`src/sv/spof_pkg.sv`:
```
package spof_pkg;

  // Default depth of the source prefix store and the sink window.
  localparam int DEF_MAX_WINDOW = 64;

  // Largest overlap length that the result word can report.
  localparam int OUT_LEN_MAX = 63;

  // Field widths.
  localparam int SYM_W     = 8;
  localparam int LEN_W     = 7;
  localparam int OLEN_W    = 6;
  localparam int CFG_IDX_W = 2;

  // Input word commands.
  localparam logic CMD_SOURCE = 1'b0;
  localparam logic CMD_SINK   = 1'b1;

  // Configuration register indexes.
  localparam logic [CFG_IDX_W-1:0] CFG_LEN_LO = 2'd0;
  localparam logic [CFG_IDX_W-1:0] CFG_LEN_HI = 2'd1;

  // Configuration reset values.
  localparam logic [LEN_W-1:0] LEN_LO_RST = 7'd1;
  localparam logic [LEN_W-1:0] LEN_HI_RST = 7'd20;

  // Input word.
  typedef struct packed {
    logic             command;
    logic [SYM_W-1:0] symbol;
    logic             last;
  } in_word_t;

  // Result word.
  typedef struct packed {
    logic [OLEN_W-1:0] overlap_length;
    logic              found;
  } out_word_t;

  // Commands from the controller to the datapath.
  typedef struct packed {
    logic in_open;     // input channel may take a word
    logic len_init;    // load the first length to try
    logic len_setup;   // point the read addresses at the current length
    logic rd_step;     // advance both read addresses
    logic p_inc;       // move to the next compared position
    logic len_inc;     // try the next length
    logic res_set;     // capture the search outcome
    logic res_hit;     // outcome is a match at the current length
    logic out_load;    // move the outcome into the output register
    logic sink_clear;  // sink sequence finished
  } spof_cmd_t;

  // Status from the datapath to the controller.
  typedef struct packed {
    logic start;         // last sink symbol accepted
    logic len_ge_max;    // current length has reached the upper bound
    logic len_gt_limit;  // current length exceeds the stored data or OUT_LEN_MAX
    logic len_zero;      // current length is zero
    logic sym_eq;        // compared symbols are equal
    logic p_last;        // compared position is the final one of this length
    logic out_free;      // output register can take a word this cycle
  } spof_sts_t;

endpackage

```
`src/sv/spof_ctrl.sv`:
```
module spof_ctrl
  import spof_pkg::*;
(
  input  logic      clk,
  input  logic      rst_n,
  input  spof_sts_t sts,
  output spof_cmd_t cmd
);

  localparam logic [2:0] ST_IDLE = 3'd0;
  localparam logic [2:0] ST_LEN  = 3'd1;
  localparam logic [2:0] ST_RD   = 3'd2;
  localparam logic [2:0] ST_CMP  = 3'd3;
  localparam logic [2:0] ST_OUT  = 3'd4;

  logic [2:0] state_r;
  logic [2:0] state_nxt;

  // Next state and datapath commands.
  always_comb begin
    state_nxt = state_r;
    cmd       = '0;
    unique case (state_r)
      ST_IDLE: begin
        cmd.in_open = 1'b1;
        if (sts.start) begin
          cmd.len_init = 1'b1;
          state_nxt    = ST_LEN;
        end
      end
      ST_LEN: begin
        if (sts.len_ge_max || sts.len_gt_limit || sts.len_zero) begin
          cmd.res_set = 1'b1;
          state_nxt   = ST_OUT;
        end else begin
          cmd.len_setup = 1'b1;
          state_nxt     = ST_RD;
        end
      end
      ST_RD: begin
        cmd.rd_step = 1'b1;
        state_nxt   = ST_CMP;
      end
      ST_CMP: begin
        cmd.rd_step = 1'b1;
        if (!sts.sym_eq) begin
          cmd.len_inc = 1'b1;
          state_nxt   = ST_LEN;
        end else if (sts.p_last) begin
          cmd.res_set = 1'b1;
          cmd.res_hit = 1'b1;
          state_nxt   = ST_OUT;
        end else begin
          cmd.p_inc = 1'b1;
        end
      end
      ST_OUT: begin
        if (sts.out_free) begin
          cmd.out_load   = 1'b1;
          cmd.sink_clear = 1'b1;
          state_nxt      = ST_IDLE;
        end
      end
      default: begin
        state_nxt = ST_IDLE;
      end
    endcase
  end

  // State register.
  always_ff @(posedge clk) begin
    if (!rst_n) begin
      state_r <= ST_IDLE;
    end else begin
      state_r <= state_nxt;
    end
  end

endmodule

```
`config.mk`:
```
export PLATFORM = sky130hd
export DESIGN_NAME = spof_ctrl
export DESIGN_NICKNAME = d
export VERILOG_FILES = /design/src/sv/spof_pkg.sv /design/src/sv/spof_ctrl.sv
export SDC_FILE = /design/constraint.sdc
export NUM_CORES = 1
export LEC_CHECK = 0
export BUFFER_PORTS_ARGS = -buffer_cell sky130_fd_sc_hd__buf_4
export CAP_MARGIN = 20
export CELL_PAD_IN_SITES_DETAIL_PLACEMENT = 0
export CELL_PAD_IN_SITES_GLOBAL_PLACEMENT = 1
export CORE_AREA = 4 4 41 43
export DETAILED_ROUTE_END_ITERATION = 7
export DIE_AREA = 0 0 45 47
export GPL_ROUTABILITY_DRIVEN = 1
export GPL_TIMING_DRIVEN = 0
export PLACE_DENSITY = 0.62
export SYNTH_ARGS = -nofsm -noshare
export SYNTH_HDL_FRONTEND = slang
export SYNTH_SLANG_ARGS = --single-unit
```
`constraint.sdc`:
```
create_clock -name clk -period 1.9 [get_ports clk]
set_input_delay 0.38 -clock clk [delete_from_list [all_inputs] [get_ports clk]]
set_output_delay 0.38 -clock clk [all_outputs]
set_load 0.005 [all_outputs]
```
# Word level (Yosys, flattened, before mapping)
# Index checks and enable logic that the tools add are counted.
dict set report totals {
  out_inout_bits 10
  input_bits 9
  reg_bits 3
  wordCells 35
}
dict set report classes {
  eq_ne 7
  reduce_logical 5
  n_mux 22
}
# cell n
set op_table {}
lappend op_table {{$mux W3} 5}
lappend op_table {{$pmux W3 S5} 1}
lappend op_table {{$mux W2} 6}
lappend op_table {{$mux W1} 9}
lappend op_table {{$eq A3 B2 Y1 const B} 2}
lappend op_table {{$ne A2 B2 Y1 const B} 2}
lappend op_table {{$eq A3 B1 Y1 const B} 1}
lappend op_table {{$eq A3 B3 Y1 const B} 1}
lappend op_table {{$logic_not A3 Y1} 1}
lappend op_table {{$ne A3 B3 Y1 const B} 1}
lappend op_table {{$reduce_and A3 Y1} 1}
lappend op_table {{$logic_or A1 B1 Y1} 2}
lappend op_table {{$pmux W1 S2} 1}
lappend op_table {{$reduce_or A2 Y1} 1}

# Depth between registers and ports, before layout
dict set report logic_depth {
  ltp_word 4
  mapped_depth 4
}

# Worst setup path before layout
# No wires, ideal clock.
dict set report synth_timing {
  kind {reg2out}
  startpoint {register state_r[2]}
  endpoint {output port cmd[3] (netlist bit)}
  n_path_buf 0
  stages_incl_launch_ff 4
  arrival_time_ns 1.001
  setup_slack_ns 0.519
  cell_sequence {dfxtp_1 > and2b_2 > and4_1 > nand2b_1}
}
# item line_no
set synth_rtl {}
lappend synth_rtl {{start, declared} spof_ctrl.sv:16} ;# logic [2:0] state_r;
lappend synth_rtl {{start signal, assigned} spof_ctrl.sv:75} ;# state_r <= state_nxt;
lappend synth_rtl {{end, declared} spof_ctrl.sv:7} ;# output spof_cmd_t cmd

==> flow_metrics.tcl <==
set metrics [dict create \
    ys_seq_area_frac 0.217 \
    pwr-share-clk 0.437 \
    ctsRootBufferMaster "clkbuf_4" \
    hold_viol_final 0 \
    p_switching_mw 0.0673 \
    syn_nets 43 \
    area_growth_pct 65.2 \
    sequentialPowerShare 0.285 \
    leakage_nw 0.218 \
    cap_violations 0 \
    seqCellArea_um2 60.1 \
    timing.slew.headroom 0.773 \
    cp_top_family "simple AND/OR/NAND/NOR gates" \
    largest_reg_flops 3 \
    grt_use_total 0.0845 \
    comb_power_share 0.278 \
    n_antenna_cell 0 \
    synth_cells 34 \
    synth_cell_types 23 \
    critical_path.slowest_cell "dfxtp_1" \
    worstSetupPathType "reg -> out" \
    synth_area_leaders "dfxtp_1 (22%), buf_6 (8.1%), nand3b_1 (8.1%), a311oi_2 (5.4%), and3_1 (4.5%)" \
    tightest_slew_ns 0.336 \
    grt_overflow 0 \
    tns_ns 0 \
    fin_nets 66 \
    power.total_mw 0.256 \
    cts_hold_buf 0 \
    layout_setup_ws_ns 0.0967 \
    end_kind "primary output" \
    die_w_um 45 \
    layout_worst_path_cycle_share 0.949 \
    place_hpwl_um 620 \
    clkTransAtPathRegs_ns 0.04 \
    first_pass_iters 4 \
    cts_setup_buffers 0 \
    synth_top_cell_by_area "dfxtp_1" \
    viasPerCell 4.45 \
    clkLatencyLatePin_ns 0.23 \
    core_mm2 0.00130 \
    avgSynthCellArea_um2 8.13 \
    power_density_mw_per_mm2 561 \
    multiInputGateArea_um2 183 \
    rsz0062_at_grt "false" \
    min_period_ns 1.80 \
    grt_pass1_vias 292 \
    synth_warnings 0 \
    htreeDepth 1 \
    ant_nets 0 \
    num_io_pins 19 \
    grt_max_degree 11 \
    required_ns 1.52 \
    slew_viol_final 0 \
    p_sw_frac 0.263 \
    final_area_um2 457 \
    layout-drive-gt1-share 0.482 \
    first_iter_violations 6 \
    synth.top_cell.area_share 0.217 \
    clock-skew-final_ns 0.00268 \
    start_util 0.212 \
    die_y_um 47 \
    status "finished clean" \
    peakVddDrop_mv 0.138 \
    placed_cell_area_um2 430 \
    worstPathCellList "and2b_2 -> and4_1 -> nand2b_1 -> buf_4" \
    cts_max_path_buffers 2 \
    cts_resized 0 \
    place.gp.congestion 0.709 \
    max_stage_delay_ns 0.44 \
    row_count 13 \
    dp_slack_ns 0.297 \
    numCtsBuffers 3 \
    crit_arrival_ns 1.42 \
    netlist_area_um2 277 \
    hold_path_class "in -> reg" \
    r2r_slack_ns 0.63 \
    avgRoutedWirePerCell_um 11.1 \
    antenna_found_initial 0 \
    finalSetupViolations 0 \
    die-area_mm2 0.00212 \
    clock-sinks 3 \
    reg_top3 "state_r: 3 flops" \
    p_int_mw 0.189 \
    grt_pass1_wl_um 1240 \
    wirelength_um 788 \
    drc 0 \
    critPathLaunchType "flop" \
    cts_tree "yes" \
    via_count 316 \
    max_freq_mhz 555 \
    top_register "state_r" \
    cp_max_fo 8 \
    fill_cells 149 \
    io_buffers 18 \
    critPathBufInv 1 \
    ys_ff_latch 3 \
]
layout by cell type, fill, tap and decap left out:
master	instances
a21o_1	1
a21oi_1	1
a22oi_1	1
a311oi_2	1
and2_1	1
and2b_2	1
and3_1	2
and4_1	1
and4b_2	1
buf_4	19
buf_6	2
clkbuf_1	1
clkbuf_4	3
dfxtp_1	3
inv_1	1
nand2b_1	2
nand3_1	2
nand3b_1	3
nor2_1	3
nor2b_1	1
nor3_1	2
nor3b_1	1
o21ai_0	1
o41ai_1	1
or3_1	1
tightest hold or removal path, cell delays in order:
cell      delay, ns
buf_4          0.11
o41ai_1        0.06
a311oi_2       0.04
power by group through the flow:
stage | Clock (mW) | Sequential [mW] | Combinational (mW)
detailed placement | 0 | 0.0739 | 0.0723
finish | 0.112 | 0.0730 | 0.0713
global placement | 0 | 0.0741 | 0.0725
CTS | 0.118 | 0.0730 | 0.0725
global route | 0.122 | 0.0735 | 0.0793
floorplan | 0 | 0.0724 | 0.0364
layout make-up:
cell class | instances | share of cell area
multi-input combinational | 27 | 0.400
timing repair buffer | 18 | 0.296
sequential | 3 | 0.132
buffer | 3 | 0.0658
clock buffer | 4 | 0.0575
tap | 15 | 0.0411
inverter | 1 | 0.00822
layer usage:
layer / up-vias / track usage / part of all wire
met5: - / 0 / 0
met4: 0 / 0.0877 / 0.022
met3: 2 / 0.0230 / 0.10
met2: 14 / 0.110 / 0.42
met1: 133 / 0.107 / 0.46
li1: 167 / - / -
path summary, 6_finish.rpt:
path         depth (start not counted)         end        from
max                                  4      cmd[3]  state_r[2]
min                                  3  state_r[2]       rst_n
max reg2reg                          4  state_r[2]  state_r[1]
min reg2reg                          3  state_r[1]  state_r[1]
cell usage after synthesis (all sizes together):
library cell  number
buf                3
dfxtp              3
nand3b             3
nor2               3
and3               2
nand2b             2
nand3              2
nor3               2
a21o               1
a21oi              1
a22oi              1
a311oi             1
and2               1
and2b              1
and4               1
and4b              1
inv                1
nor2b              1
nor3b              1
o21ai              1
o41ai              1
or3                1
through the flow:
stage	hold slack, ns	cells	utilization
after floorplan	0.523	34	-
after global placement	0.609	67	0.331
final	0.409	71	0.351
after CTS	0.402	71	0.351
after global routing	0.407	71	0.351
after detailed placement	0.614	67	0.331
cells by family (layout without fill, tap and decap cells):
group | after synthesis | count (layout) | synth area share
buf+inv | 4 | 26 | 0.122
simple gates | 21 | 21 | 0.484
compound gates | 6 | 6 | 0.176
flops | 3 | 3 | 0.217
No activity file was read; power rests on OpenSTA's default activity.
