`src/sv/spof_pkg.sv`:
```
package spof_pkg;

  // Default depth of the source prefix store and the sink window.
  localparam int DEF_MAX_WINDOW = 64;

  // Largest overlap length that the result word can report.
  localparam int OUT_LEN_MAX = 63;

  // Field widths.
  localparam int SYM_W     = 8;
  localparam int LEN_W     = 7;
  localparam int OLEN_W    = 6;
  localparam int CFG_IDX_W = 2;

  // Input word commands.
  localparam logic CMD_SOURCE = 1'b0;
  localparam logic CMD_SINK   = 1'b1;

  // Configuration register indexes.
  localparam logic [CFG_IDX_W-1:0] CFG_LEN_LO = 2'd0;
  localparam logic [CFG_IDX_W-1:0] CFG_LEN_HI = 2'd1;

  // Configuration reset values.
  localparam logic [LEN_W-1:0] LEN_LO_RST = 7'd1;
  localparam logic [LEN_W-1:0] LEN_HI_RST = 7'd20;

  // Input word.
  typedef struct packed {
    logic             command;
    logic [SYM_W-1:0] symbol;
    logic             last;
  } in_word_t;

  // Result word.
  typedef struct packed {
    logic [OLEN_W-1:0] overlap_length;
    logic              found;
  } out_word_t;

  // Commands from the controller to the datapath.
  typedef struct packed {
    logic in_open;     // input channel may take a word
    logic len_init;    // load the first length to try
    logic len_setup;   // point the read addresses at the current length
    logic rd_step;     // advance both read addresses
    logic p_inc;       // move to the next compared position
    logic len_inc;     // try the next length
    logic res_set;     // capture the search outcome
    logic res_hit;     // outcome is a match at the current length
    logic out_load;    // move the outcome into the output register
    logic sink_clear;  // sink sequence finished
  } spof_cmd_t;

  // Status from the datapath to the controller.
  typedef struct packed {
    logic start;         // last sink symbol accepted
    logic len_ge_max;    // current length has reached the upper bound
    logic len_gt_limit;  // current length exceeds the stored data or OUT_LEN_MAX
    logic len_zero;      // current length is zero
    logic sym_eq;        // compared symbols are equal
    logic p_last;        // compared position is the final one of this length
    logic out_free;      // output register can take a word this cycle
  } spof_sts_t;

endpackage

```
`src/sv/spof_dpath.sv`:
```
module spof_dpath
  import spof_pkg::*;
#(
  parameter int MAX_WINDOW = DEF_MAX_WINDOW
) (
  input  logic                 clk,
  input  logic                 rst_n,
  input  logic                 in_valid,
  input  in_word_t             in_data,
  input  logic                 out_stall,
  output logic                 out_valid,
  output out_word_t            out_data,
  input  logic                 cfg_valid,
  input  logic [CFG_IDX_W-1:0] cfg_index,
  input  logic [LEN_W-1:0]     cfg_data,
  input  spof_cmd_t            cmd,
  output spof_sts_t            sts
);

  localparam int AW    = (MAX_WINDOW > 1) ? $clog2(MAX_WINDOW) : 1;
  localparam int CNT_W = $clog2(MAX_WINDOW + 1);
  localparam int XW    = ((CNT_W > LEN_W) ? CNT_W : LEN_W) + 1;

  localparam logic [CNT_W-1:0] WIN_CNT   = CNT_W'(MAX_WINDOW);
  localparam logic [AW-1:0]    LAST_ADDR = AW'(MAX_WINDOW - 1);
  localparam logic [XW-1:0]    WIN_X     = XW'(MAX_WINDOW);
  localparam logic [XW-1:0]    OUT_MAX_X = XW'(OUT_LEN_MAX);

  // Buffers.
  logic [SYM_W-1:0] src_mem [MAX_WINDOW];
  logic [SYM_W-1:0] snk_mem [MAX_WINDOW];

  logic [LEN_W-1:0]  min_r, max_r;
  logic [CNT_W-1:0]  src_cnt_r, src_cnt_nxt;
  logic              src_closed_r;
  logic [CNT_W-1:0]  snk_cnt_r, snk_cnt_nxt;
  logic [AW-1:0]     wptr_r;
  logic [AW-1:0]     src_addr_r;
  logic [AW-1:0]     snk_addr_r;
  logic [LEN_W-1:0]  len_r;
  logic [LEN_W-1:0]  p_r;
  logic [SYM_W-1:0]  src_rd_r, snk_rd_r;
  logic [OLEN_W-1:0] res_len_r;
  logic              res_hit_r;
  logic              out_valid_r;
  out_word_t         out_data_r;

  logic             in_acc;
  logic             src_wr;
  logic             snk_wr;
  logic [AW-1:0]    src_wr_addr;
  logic [XW-1:0]    src_x, snk_x, lim_a, limit_x, len_x, sum_x, start_x;
  logic [AW-1:0]    wptr_inc, snk_addr_inc;

  // Input acceptance and buffer write enables.
  assign in_acc      = in_valid && cmd.in_open;
  assign src_wr      = in_acc && (in_data.command == CMD_SOURCE) &&
                       (src_closed_r || (src_cnt_r < WIN_CNT));
  assign snk_wr      = in_acc && (in_data.command == CMD_SINK);
  assign src_wr_addr = src_closed_r ? '0 : src_cnt_r[AW-1:0];

  // A closed source restarts from the beginning; surplus symbols are dropped.
  always_comb begin
    src_cnt_nxt = src_cnt_r;
    if (in_acc && (in_data.command == CMD_SOURCE)) begin
      if (src_closed_r) begin
        src_cnt_nxt = CNT_W'(1);
      end else if (src_cnt_r < WIN_CNT) begin
        src_cnt_nxt = src_cnt_r + CNT_W'(1);
      end
    end
  end

  // The sink count saturates at the window depth and clears after a search.
  always_comb begin
    snk_cnt_nxt = snk_cnt_r;
    if (cmd.sink_clear) begin
      snk_cnt_nxt = '0;
    end else if (snk_wr && (snk_cnt_r < WIN_CNT)) begin
      snk_cnt_nxt = snk_cnt_r + CNT_W'(1);
    end
  end

  // Circular address increments.
  assign wptr_inc     = (wptr_r == LAST_ADDR) ? '0 : wptr_r + AW'(1);
  assign snk_addr_inc = (snk_addr_r == LAST_ADDR) ? '0 : snk_addr_r + AW'(1);

  // Longest length the stored data and the result width allow.
  assign src_x   = XW'(src_cnt_r);
  assign snk_x   = XW'(snk_cnt_r);
  assign lim_a   = (src_x < snk_x) ? src_x : snk_x;
  assign limit_x = (lim_a > OUT_MAX_X) ? OUT_MAX_X : lim_a;
  assign len_x   = XW'(len_r);

  // Oldest sink symbol of the current length, counted back from the write pointer.
  assign sum_x   = XW'(wptr_r) + (WIN_X - len_x);
  assign start_x = (sum_x >= WIN_X) ? (sum_x - WIN_X) : sum_x;

  // Status towards the controller.
  always_comb begin
    sts.start        = in_acc && (in_data.command == CMD_SINK) && in_data.last;
    sts.len_ge_max   = (len_r >= max_r);
    sts.len_gt_limit = (len_x > limit_x);
    sts.len_zero     = (len_r == '0);
    sts.sym_eq       = (src_rd_r == snk_rd_r);
    sts.p_last       = (p_r == (len_r - LEN_W'(1)));
    sts.out_free     = !out_valid_r || !out_stall;
  end

  // Source prefix store.
  always_ff @(posedge clk) begin
    if (src_wr) begin
      src_mem[src_wr_addr] <= in_data.symbol;
    end
    src_rd_r <= src_mem[src_addr_r];
  end

  // Sink window store.
  always_ff @(posedge clk) begin
    if (snk_wr) begin
      snk_mem[wptr_r] <= in_data.symbol;
    end
    snk_rd_r <= snk_mem[snk_addr_r];
  end

  // Configuration registers.
  always_ff @(posedge clk) begin
    if (!rst_n) begin
      min_r <= LEN_LO_RST;
      max_r <= LEN_HI_RST;
    end else if (cfg_valid) begin
      if (cfg_index == CFG_LEN_LO) begin
        min_r <= cfg_data;
      end
      if (cfg_index == CFG_LEN_HI) begin
        max_r <= cfg_data;
      end
    end
  end

  // Sequence bookkeeping.
  always_ff @(posedge clk) begin
    if (!rst_n) begin
      src_cnt_r    <= '0;
      src_closed_r <= 1'b0;
      snk_cnt_r    <= '0;
      wptr_r       <= '0;
    end else begin
      src_cnt_r <= src_cnt_nxt;
      snk_cnt_r <= snk_cnt_nxt;
      if (in_acc && (in_data.command == CMD_SOURCE)) begin
        src_closed_r <= in_data.last;
      end
      if (snk_wr) begin
        wptr_r <= wptr_inc;
      end
    end
  end

  // Search counters and read addresses.
  always_ff @(posedge clk) begin
    if (cmd.len_init) begin
      len_r <= min_r;
    end else if (cmd.len_inc) begin
      len_r <= len_r + LEN_W'(1);
    end
    if (cmd.len_setup) begin
      p_r        <= '0;
      src_addr_r <= '0;
      snk_addr_r <= start_x[AW-1:0];
    end else begin
      if (cmd.p_inc) begin
        p_r <= p_r + LEN_W'(1);
      end
      if (cmd.rd_step) begin
        src_addr_r <= (src_addr_r == LAST_ADDR) ? '0 : src_addr_r + AW'(1);
        snk_addr_r <= snk_addr_inc;
      end
    end
  end

  // Search outcome.
  always_ff @(posedge clk) begin
    if (cmd.res_set) begin
      res_hit_r <= cmd.res_hit;
      res_len_r <= cmd.res_hit ? len_r[OLEN_W-1:0] : '0;
    end
  end

  // Output register.
  always_ff @(posedge clk) begin
    if (!rst_n) begin
      out_valid_r <= 1'b0;
    end else if (cmd.out_load) begin
      out_valid_r <= 1'b1;
    end else if (!out_stall) begin
      out_valid_r <= 1'b0;
    end
  end

  always_ff @(posedge clk) begin
    if (cmd.out_load) begin
      out_data_r.overlap_length <= res_len_r;
      out_data_r.found          <= res_hit_r;
    end
  end

  assign out_valid = out_valid_r;
  assign out_data  = out_data_r;

endmodule

```
`config.mk`:
```
export PLATFORM = sky130hd
export DESIGN_NAME = spof_dpath
export DESIGN_NICKNAME = d
export VERILOG_FILES = /design/src/sv/spof_pkg.sv /design/src/sv/spof_dpath.sv
export SDC_FILE = /design/constraint.sdc
export NUM_CORES = 1
export LEC_CHECK = 0
export ABC_CLOCK_PERIOD_IN_PS = 2600
export BUFFER_PORTS_ARGS = -buffer_cell sky130_fd_sc_hd__buf_2
export CAP_MARGIN = 20
export CORE_MARGIN = 2
export CORE_UTILIZATION = 50
export DETAILED_ROUTE_END_ITERATION = 6
export PLACE_DENSITY = 0.64
export SYNTH_ARGS = -nofsm -noshare
export SYNTH_HDL_FRONTEND = slang
export SYNTH_SLANG_ARGS = --single-unit
```
`constraint.sdc`:
```
create_clock -name clk -period 2.6 [get_ports clk]
set_input_delay 0.26 -clock clk [delete_from_list [all_inputs] [get_ports clk]]
set_output_delay 0.26 -clock clk [all_outputs]
set_load 0.05 [all_outputs]
```
# --- Yosys cells after proc, flatten, opt, wreduce, memory -nomap -nowiden ---
# Memories as Yosys holds them, arrays and structs flattened. A register that Yosys moved wholly into a read port is not among the register bits.
# Index checks and enable logic that the tools add are counted.
totals:
  out_inout_bits: 15
  n_memories: 2
  inputBits: 34
  elab_cells: 82
  ram_bits: 1024
  reg_bits: 76
classes:
  order_cmp: 7
  n_addsub: 11
  eq_ne: 7
  n_bitwise: 2
  reduce_logical: 19
  n_mux: 19
memory_table:
  columns: ["name", "depth", "width", "read_ports", "rd_ports_with_merged_regs", "wr", "line_no", "rtl"]
  rows:
  - ["snk_mem", 64, 8, 1, 1, 1, "spof_dpath.sv:31", "logic [SYM_W-1:0] snk_mem [MAX_WINDOW];"]
  - ["src_mem", 64, 8, 1, 1, 1, "spof_dpath.sv:30", "logic [SYM_W-1:0] src_mem [MAX_WINDOW];"]
op_table:
  columns: ["cell", "count"]
  rows:
  - ["$mux W6", 7]
  - ["$mux W7", 6]
  - ["$add A7 B1 Y7 const B", 4]
  - ["$add A6 B1 Y6 const B", 3]
  - ["$eq A6 B6 Y1 const B", 3]
  - ["$lt A7 B7 Y1 const B", 2]
  - ["$add A6 B8 Y8", 1]
  - ["$eq A8 B8 Y1", 1]
  - ["$ge A8 B7 Y1 const B", 1]
  - ["$sub A7 B7 Y8 const A", 1]
  - ["$eq A7 B7 Y1", 1]
  - ["$ge A7 B7 Y1", 1]
  - ["$gt A7 B6 Y1 const B", 1]
  - ["$gt A7 B7 Y1", 1]
  - ["$logic_not A7 Y1", 1]
  - ["$lt A7 B7 Y1", 1]
  - ["$sub A7 B1 Y7 const B", 1]
  - ["$logic_and A1 B1 Y1", 6]
  - ["$mux W1", 6]
  - ["$reduce_and A2 Y1", 3]
  - ["$reduce_bool A2 Y1", 3]
  - ["$sub A6 B1 Y6 const B", 1]
  - ["$eq A2 B1 Y1 const B", 1]
  - ["$logic_not A1 Y1", 2]
  - ["other kinds (5)", 7]

# --- Logic depth before layout (Yosys ltp) ---
# Gate-level depths: netlist of run 1.
logic_depth:
  ltp_word: 5
  depth_mapped: 13

# --- Worst setup path after synthesis of run 1 ---
# Ideal clock, no wire load.
synth_timing:
  kind: "register -> output"
  start: "register snk_cnt_r[1]"
  end: "output port sts[4] (netlist bit)"
  slack_ns: -0.338
  stages_incl_launch_ff: 14
  t_arrival_ns: 2.678
  t_required_ns: 2.340
  path_buffers: 0
  cell_sequence: "dfxtp_1 inv_1 ha_1 a21o_1 a21o_1 a21oi_1 a21oi_1 o221a_2 ha_1 inv_1 a21o_1 a21oi_1 o21ai_0 o22a_1"
synth_lines:
  columns: ["element", "line_no", "rtl"]
  rows:
  - ["start, declared", "spof_dpath.sv:36", "logic [CNT_W-1:0] snk_cnt_r, snk_cnt_nxt;"]
  - ["start signal, assigned", "spof_dpath.sv:150", "snk_cnt_r <= snk_cnt_nxt;"]
  - ["end, declared", "spof_dpath.sv:17", "output spof_sts_t sts"]

==> run_results.csv, run 1 <==
group,metric,value,unit
place,place_area,0.0479,mm^2
sta,fin_hold_ws,0.0297,ns
clocking,ctsRootBufferMaster,"sky130_fd_sc_hd__clkbuf_16",
global_routing,globalRouteOverflowTotal,0,
place,dp_slack,-0.364,ns
clocking,cts.clk_slew.worst_paths,0.06,ns
power,power_frac_comb,0.099,
critical_path,crit_required,2.34,ns
power,clock_power_share,0.399,
place,globalplace.congestion,0.859,
power,worst_ir_drop_vdd,0.000637,V
critical_path,critical_path.max_stage_delay,0.54,ns
layout,share_of_the_core_filled_with_cells_in_the_final_layout,0.590,
job,max_cap_violations,0,
sta,timing.final.crit_share,1.36,
place,place_hpwl,66600,um
critical_path,critical_path.endpoint_type,"primary output",
die,die_height,302,um
routing,drtAntennaViolNets,0,
synthesis,synth_ff_type,"sky130_fd_sc_hd__edfxtp_1",
critical_path,cp_cell_sequence,"inv_2 > ha_2 > or4_4 > a21oi_4 > a21oi_4 > o221ai_2 > ha_1 > a21o_1 > a21oi_2 > o21ai_1 > o22a_2 > buf_8",
critical_path,worstSetupPathType,"reg -> out",
sta,finalHoldViolations,0,
synthesis,synth_area_leaders,"sky130_fd_sc_hd__edfxtp_1, sky130_fd_sc_hd__mux4_2, sky130_fd_sc_hd__dfxtp_1, sky130_fd_sc_hd__nor2_1, sky130_fd_sc_hd__mux4_1",
die,start_util,0.504,
synthesis,synth_simple_gate_area_share,0.0475,
synthesis,postSynthNetCount,2383,
clocking,cts_num_sinks,1116,
layout,design.final.nets,2751,
synthesis,ys_ff_latch,1116,
power,power.internal,31.0,mW
critical_path,timing.critical_path.arrival,3.27,ns
critical_path,crit_family,"compound AO/OA/AOI/OAI gates",
synthesis,synth_compound_area_frac,0.0346,
synthesis,post_synth_instance_area,0.0445,mm^2
critical_path,cp_max_fo,5,
synthesis,combinational_family_with_the_most_area_after_synthesis,"multiplexers",
sta,final_critical_path_setup_slack,-0.932,ns
global_routing,grt_max_degree,129,
global_routing,grt_pass1_vias,23756,
global_routing,track_usage,0.227,
sta,setup_viol,1,
outcome,run_status,"complete, but fails checks",
sta,fin_crit,3.53,ns
synthesis,synth-adder-area-share,0.0100,
sta,max-slew-margin-rel,0.453,
synthesis,synthMuxAreaShare,0.140,
synthesis,synth-edff-count,1051,
die,fp.dieW,302,um
sta,max_transition_viols_final,0,
sta,timing_worst_slew_pin_value,0.821,ns
critical_path,path_common_cell,"sky130_fd_sc_hd__a21oi_4",
routing,wl_per_cell,26.1,um
synthesis,synthDominantCellAreaShare,0.709,
synthesis,syn-mean-instance-area,19.2,um^2
synthesis,synth_xor_xnor_area_share,0.00945,
synthesis,yosysWarningCount,0,
routing,detail_route.wirelength,103000,um
die,core_region_area,0.0882,mm^2
power,powerDensity,765,mW/mm^2
synthesis,seq_area_frac_synth,0.739,
routing,route.detailed.vias_per_inst,5.97,
layout,syn2layout_area_growth,16.9,%
power,power.share.switching,0.221,
synthesis,yosysMostFrequentCell,"sky130_fd_sc_hd__edfxtp_1",
synthesis,netlist_instances,2314,
critical_path,crit_buf_inv,2,
sta,fin_skew,0.0257,ns
layout,fin_area,0.0520,mm^2
layout,layout-drive-gt1-share,0.288,
die,design.portCount,49,
die,floorplan.die_area,0.0914,mm^2
power,sequentialPowerShare,0.502,
synthesis,netlist_top_cells_count,"sky130_fd_sc_hd__edfxtp_1, sky130_fd_sc_hd__mux4_2, sky130_fd_sc_hd__nor2_1",
clocking,ctsHtreeMaxLevel,3,
power,switching_power,8.80,mW
clocking,tritoncts.num_buffers,108,
sta,grt_setup_unrepaired,"true",
die,placement_rows,109,
synthesis,asyncSetResetFlopFracSynth,0,
sta,fmax,283,MHz
global_routing,grt_antenna_before_repair,1,
routing,drt_first_pass_iters,7,
power,power_leakage,17.0,nW
critical_path,worstSetupStartpointType,"register",
clocking,clock_tree_from_tritoncts,"built",
place,port_buffers,48,
routing,post-route-drc-count,0,
critical_path,worst_path_max_delay_cell,"sky130_fd_sc_hd__or4_4",
global_routing,grt_first_pass_wirelength,152000,um
clocking,insertion_delay,0.68,ns
routing,detail_route.iter0.violations,2526,
clocking,ctsLongestPathBuffers,3,
power,report.power.total,39.8,mW
outcome,failed_checks,"setup timing",
synthesis,ys_types,74,
synthesis,post-synth-top-area-cell,"sky130_fd_sc_hd__edfxtp_1",
routing,vias,23525,
min_path,min-delay-path-class,"in -> reg",
## cell usage in the layout, fill, tap and decap left out, drive strengths merged, types with 11 or more instances in the layout
cell type | synthesis | layout
mux4 | 244 | 244
xor2 | 15 | 15
nor2b | 36 | 36
nand3 | 39 | 39
o221ai | 11 | 11
a2111oi | 12 | 12
dlygate4sd3 | 0 | 17
nor2 | 196 | 196
nand4 | 12 | 12
nand2b | 12 | 12
ha | 34 | 34
clkbuf | 47 | 145
a211oi | 17 | 17
and2 | 13 | 13
mux2i | 52 | 52
o22ai | 51 | 51
or3 | 24 | 24
clkinv | 0 | 37
buf | 62 | 352
o21ai | 35 | 35
a21oi | 28 | 28
inv | 27 | 28
dfxtp | 65 | 65
nor3 | 15 | 15
nand2 | 77 | 77
edfxtp | 1051 | 1051
bufinv | 0 | 13
xnor2 | 33 | 33
## layer usage
layer | vias to the layer above | share of wire | global-route usage
met3 | 144 | 0.077 | 0.0369
li1 | 10174 | - | -
met1 | 12238 | 0.43 | 0.339
met4 | 0 | 0.019 | 0.0560
met2 | 969 | 0.47 | 0.353
met5 | - | 0 | 0
## registers in the layout, indices dropped and copies added, names as in the netlist, 6 cells and up
| register | count |
|---|---|
| out_data | 7 |
| snk_mem | 512 |
| min_r | 7 |
| max_r | 7 |
| src_cnt_r | 7 |
| src_addr_r | 6 |
| len_r | 7 |
| src_rd_r | 8 |
| src_mem | 512 |
| snk_rd_r | 8 |
| wptr_r | 6 |
| res_len_r | 6 |
| snk_addr_r | 6 |
| snk_cnt_r | 7 |
| p_r | 7 |
## path summary, 6_finish.rpt
| kind | start | slack [ns] | end | cells past startpoint |
|---|---|---|---|---|
| worst max-delay path | snk_cnt_r[6] | -0.93 | sts[4] | 12 |
| worst min register to register | res_len_r[3] | 0.42 | out_data[4] | 0 |
| worst max register to register | src_addr_r[0] | 0.10 | src_rd_r[4] | 7 |
| worst min-delay path | cmd[7] | 0.03 | p_r[4] | 2 |
## power groups by stage
stage          logic, mW  registers [mW]  clock network, mW
2_1_floorplan       2.35            20.3                  0
4_1_cts             3.92            20.0               16.2
3_5_place_dp        3.81            20.3                  0
6_report            3.93            20.0               15.9
5_1_grt             4.19            20.0               16.8
3_3_place_gp        3.75            20.3                  0
## what timing repair did
action / 4_1_cts / 5_1_grt
setup endpoints to repair: 4 / 6
setup buffers: 12 / 2
hold buffers: 17 / 0
gates resized for setup: 29 / 21
endpoints found under the hold margin: 47 / 0
pin swaps: 11 / 12
## metrics by stage
step / instances / setup TNS (ns)
2_1_floorplan: 2314 / -0.0599
3_3_place_gp: 3705 / -0.304
3_5_place_dp: 3706 / -0.364
4_1_cts: 3935 / -1.00
5_1_grt: 3938 / -1.17
6_report: 3938 / -0.932
## cells by family after synthesis
| kind of cell | count (synthesis) |
|---|---|
| DFF | 1116 |
| and+or+nand+nor | 452 |
| muxes | 305 |
| AOI/OAI and AO/OA | 219 |
| buffers and inverters | 138 |
| xor gates and xnor gates | 48 |
| adders and majority gates | 35 |
| other | 1 |
## final cells by class
cell class,count,area (um^2)
Fill cell,6363,36200
Sequential cell,1116,32900
Multi-Input combinational cell,1060,10900
Clock buffer,145,3030
Timing Repair Buffer,369,3000
Tap cell,1165,1460
Clock inverter,55,613
Inverter,27,106
Antenna cell,1,2.50
(Power assumes the default switching activity.)
==> run 2, diff against run 1 <==
--- a/config.mk
+++ b/config.mk
@@ -13,4 +13,5 @@
 export DETAILED_ROUTE_END_ITERATION = 6
 export PLACE_DENSITY = 0.64
+export SLEW_MARGIN = 20
 export SYNTH_ARGS = -nofsm -noshare
 export SYNTH_HDL_FRONTEND = slang
==> constraint.sdc (replaced) <==
create_clock -name clk -period 2.6 [get_ports clk]
set_input_delay 0.39 -clock clk [delete_from_list [all_inputs] [get_ports clk]]
set_output_delay 0.39 -clock clk [all_outputs]
set_load 0.05 [all_outputs]
==> run_results.csv, run 2 (synthesis results as in run 1) <==
group,metric,value,unit
outcome,run_status,"complete, but fails checks",
outcome,failed_checks,"setup timing",
clocking,tritoncts.num_buffers,107,
layout,fin_cells,3950,
sta,timing_worst_slew_pin_value,0.881,ns
power,power_leakage,17.0,nW
clocking,cts.clk_slew.worst_paths,0.06,ns
layout,mostFrequentLayoutCells,"sky130_fd_sc_hd__edfxtp_1, sky130_fd_sc_hd__buf_4, sky130_fd_sc_hd__mux4_2",
sta,setup_viol,4,
critical_path,critical_path.reg2reg.startpoint,"src_addr_r[1]",
sta,final_critical_path_setup_slack,-1.02,ns
routing,drtAntennaViolNets,0,
global_routing,track_usage,0.226,
critical_path,critical_path.max_stage_delay,0.55,ns
sta,finalHoldViolations,0,
critical_path,worstSetupPathType,"reg -> out",
critical_path,critical_path.endpoint_type,"primary output",
critical_path,worstSetupStartpointType,"register",
sta,timing.final.crit_share,1.39,
die,fp.dieW,302,um
power,powerDensity,760,mW/mm^2
place,place_hpwl,65500,um
die,die_height,302,um
routing,vias,23425,
layout,syn2layout_area_growth,16.9,%
min_path,worst_hold_startpoint,"cfg_data[1]",
routing,detail_route.iter0.violations,2455,
critical_path,worst_path_max_delay_cell,"sky130_fd_sc_hd__or4_4",
die,start_util,0.504,
critical_path,cp_max_fo,5,
layout,layout.cells.most_common,"sky130_fd_sc_hd__edfxtp_1",
power,report.power.total,39.5,mW
routing,post-route-drc-count,0,
clocking,insertion_delay,0.69,ns
routing,route.detailed.vias_per_inst,5.93,
clocking,ctsHtreeMaxLevel,3,
sta,max_transition_viols_final,0,
layout,largestRegisters,"snk_mem x512, src_mem x512",
critical_path,timing.critical_path.arrival,3.23,ns
global_routing,grt_first_pass_wirelength,152000,um
sta,fin_skew,0.0268,ns
sta,grt_setup_unrepaired,"true",
place,globalplace.congestion,0.882,
layout,layout-drive-gt1-share,0.286,
sta,max-slew-margin-rel,0.413,
sta,fin_hold_ws,0.0249,ns
sta,fmax,276,MHz
die,design.portCount,49,
critical_path,crit_family,"compound AO/OA/AOI/OAI gates",
power,worst_ir_drop_vdd,0.000588,V
place,port_buffers,48,
routing,detail_route.wirelength,102000,um
die,floorplan.die_area,0.0914,mm^2
global_routing,grt_max_degree,129,
layout,design.final.nets,2762,
clocking,ctsRootBufferMaster,"sky130_fd_sc_hd__clkbuf_16",
global_routing,globalRouteOverflowTotal,0,
critical_path,crit_buf_inv,2,
job,max_cap_violations,0,
critical_path,worst_setup_path_startpoint,"snk_cnt_r[6]",
global_routing,grt_antenna_before_repair,3,
die,placement_rows,109,
routing,wl_per_cell,25.9,um
critical_path,cp_cell_sequence,"inv_1 > ha_2 > or4_4 > a21oi_4 > a21oi_4 > o221ai_2 > ha_1 > a21oi_1 > nor2b_1 > o21ai_1 > o21ai_1 > o22a_2 > buf_6",
sta,fin_crit,3.62,ns
clocking,cts_num_sinks,1116,
place,place.detailed.instances,3726,
clocking,clock_tree_from_tritoncts,"built",
routing,drt_first_pass_iters,5,
die,core_region_area,0.0882,mm^2
critical_path,crit_required,2.21,ns
min_path,min-delay-path-class,"in -> reg",
clocking,ctsLongestPathBuffers,3,
global_routing,grt_pass1_vias,23746,
-- run 2: report_power, final --
part | internal [mW] | switching (mW) | total [mW]
combinational | 1.77 | 2.20 | 3.97
sequential | 19.8 | 0.142 | 20.0
clock | 8.97 | 6.65 | 15.6
total | 30.5 | 8.99 | 39.5
-- run 2: metal layers --
layer	part of all wire	vias up	GRT usage	wire, um
met4	0.023	4	0.0629	2300
met2	0.46	878	0.345	47400
met3	0.077	157	0.0453	7920
met1	0.44	12188	0.335	44500
met5	0.00027	-	0	28
li1	-	10198	-	-
-- run 2: worst paths after layout --
check	to	slack (ns)	cells past startpoint
setup / recovery	sts[4]	-1.02	13
hold / removal	max_r[1]	0.02	3
setup reg to reg	src_rd_r[5]	0.13	7
hold reg to reg	out_data[4]	0.42	0
-- run 2: cell type report --
cell class / instances / area [um^2]
flip-flops and latches: 1116 / 32900
multi-input cells: 1060 / 10900
well taps: 1165 / 1460
clock buffers: 126 / 2750
diodes: 1 / 2.50
repair buffers: 381 / 3160
clock inverters: 74 / 791
fillers: 6349 / 36200
inverters: 27 / 101
-- run 2: through the flow --
stage | setup TNS, ns | worst slack [ns] | util | area, um^2
CTS | -1.52 | -1.05 | 0.588 | 51900
global placement | -0.402 | -0.402 | 0.545 | 48100
detailed placement | -0.481 | -0.481 | 0.545 | 48100
global route | -1.82 | -1.14 | 0.590 | 52000
floorplan | -0.190 | -0.190 | - | 44500
finish | -1.41 | -1.02 | 0.590 | 52000
-- run 2: repair_timing --
action | 4_1_cts | 5_1_grt
endpoints found under the setup margin | 4 | 11
pin swaps | 12 | 3
hold buffers | 9 | 0
gates cloned | 0 | 0
setup buffers | 3 | 11
gates resized for setup | 30 | 4
endpoints found under the hold margin | 12 | 0
-- run 2: worst min-delay path, delay by kind of cell --
family / cells / cell delay, ns
buffers and inverters: 1 / 0.11
multiplexers: 1 / 0.07
AND/OR/NAND/NOR: 1 / 0.10
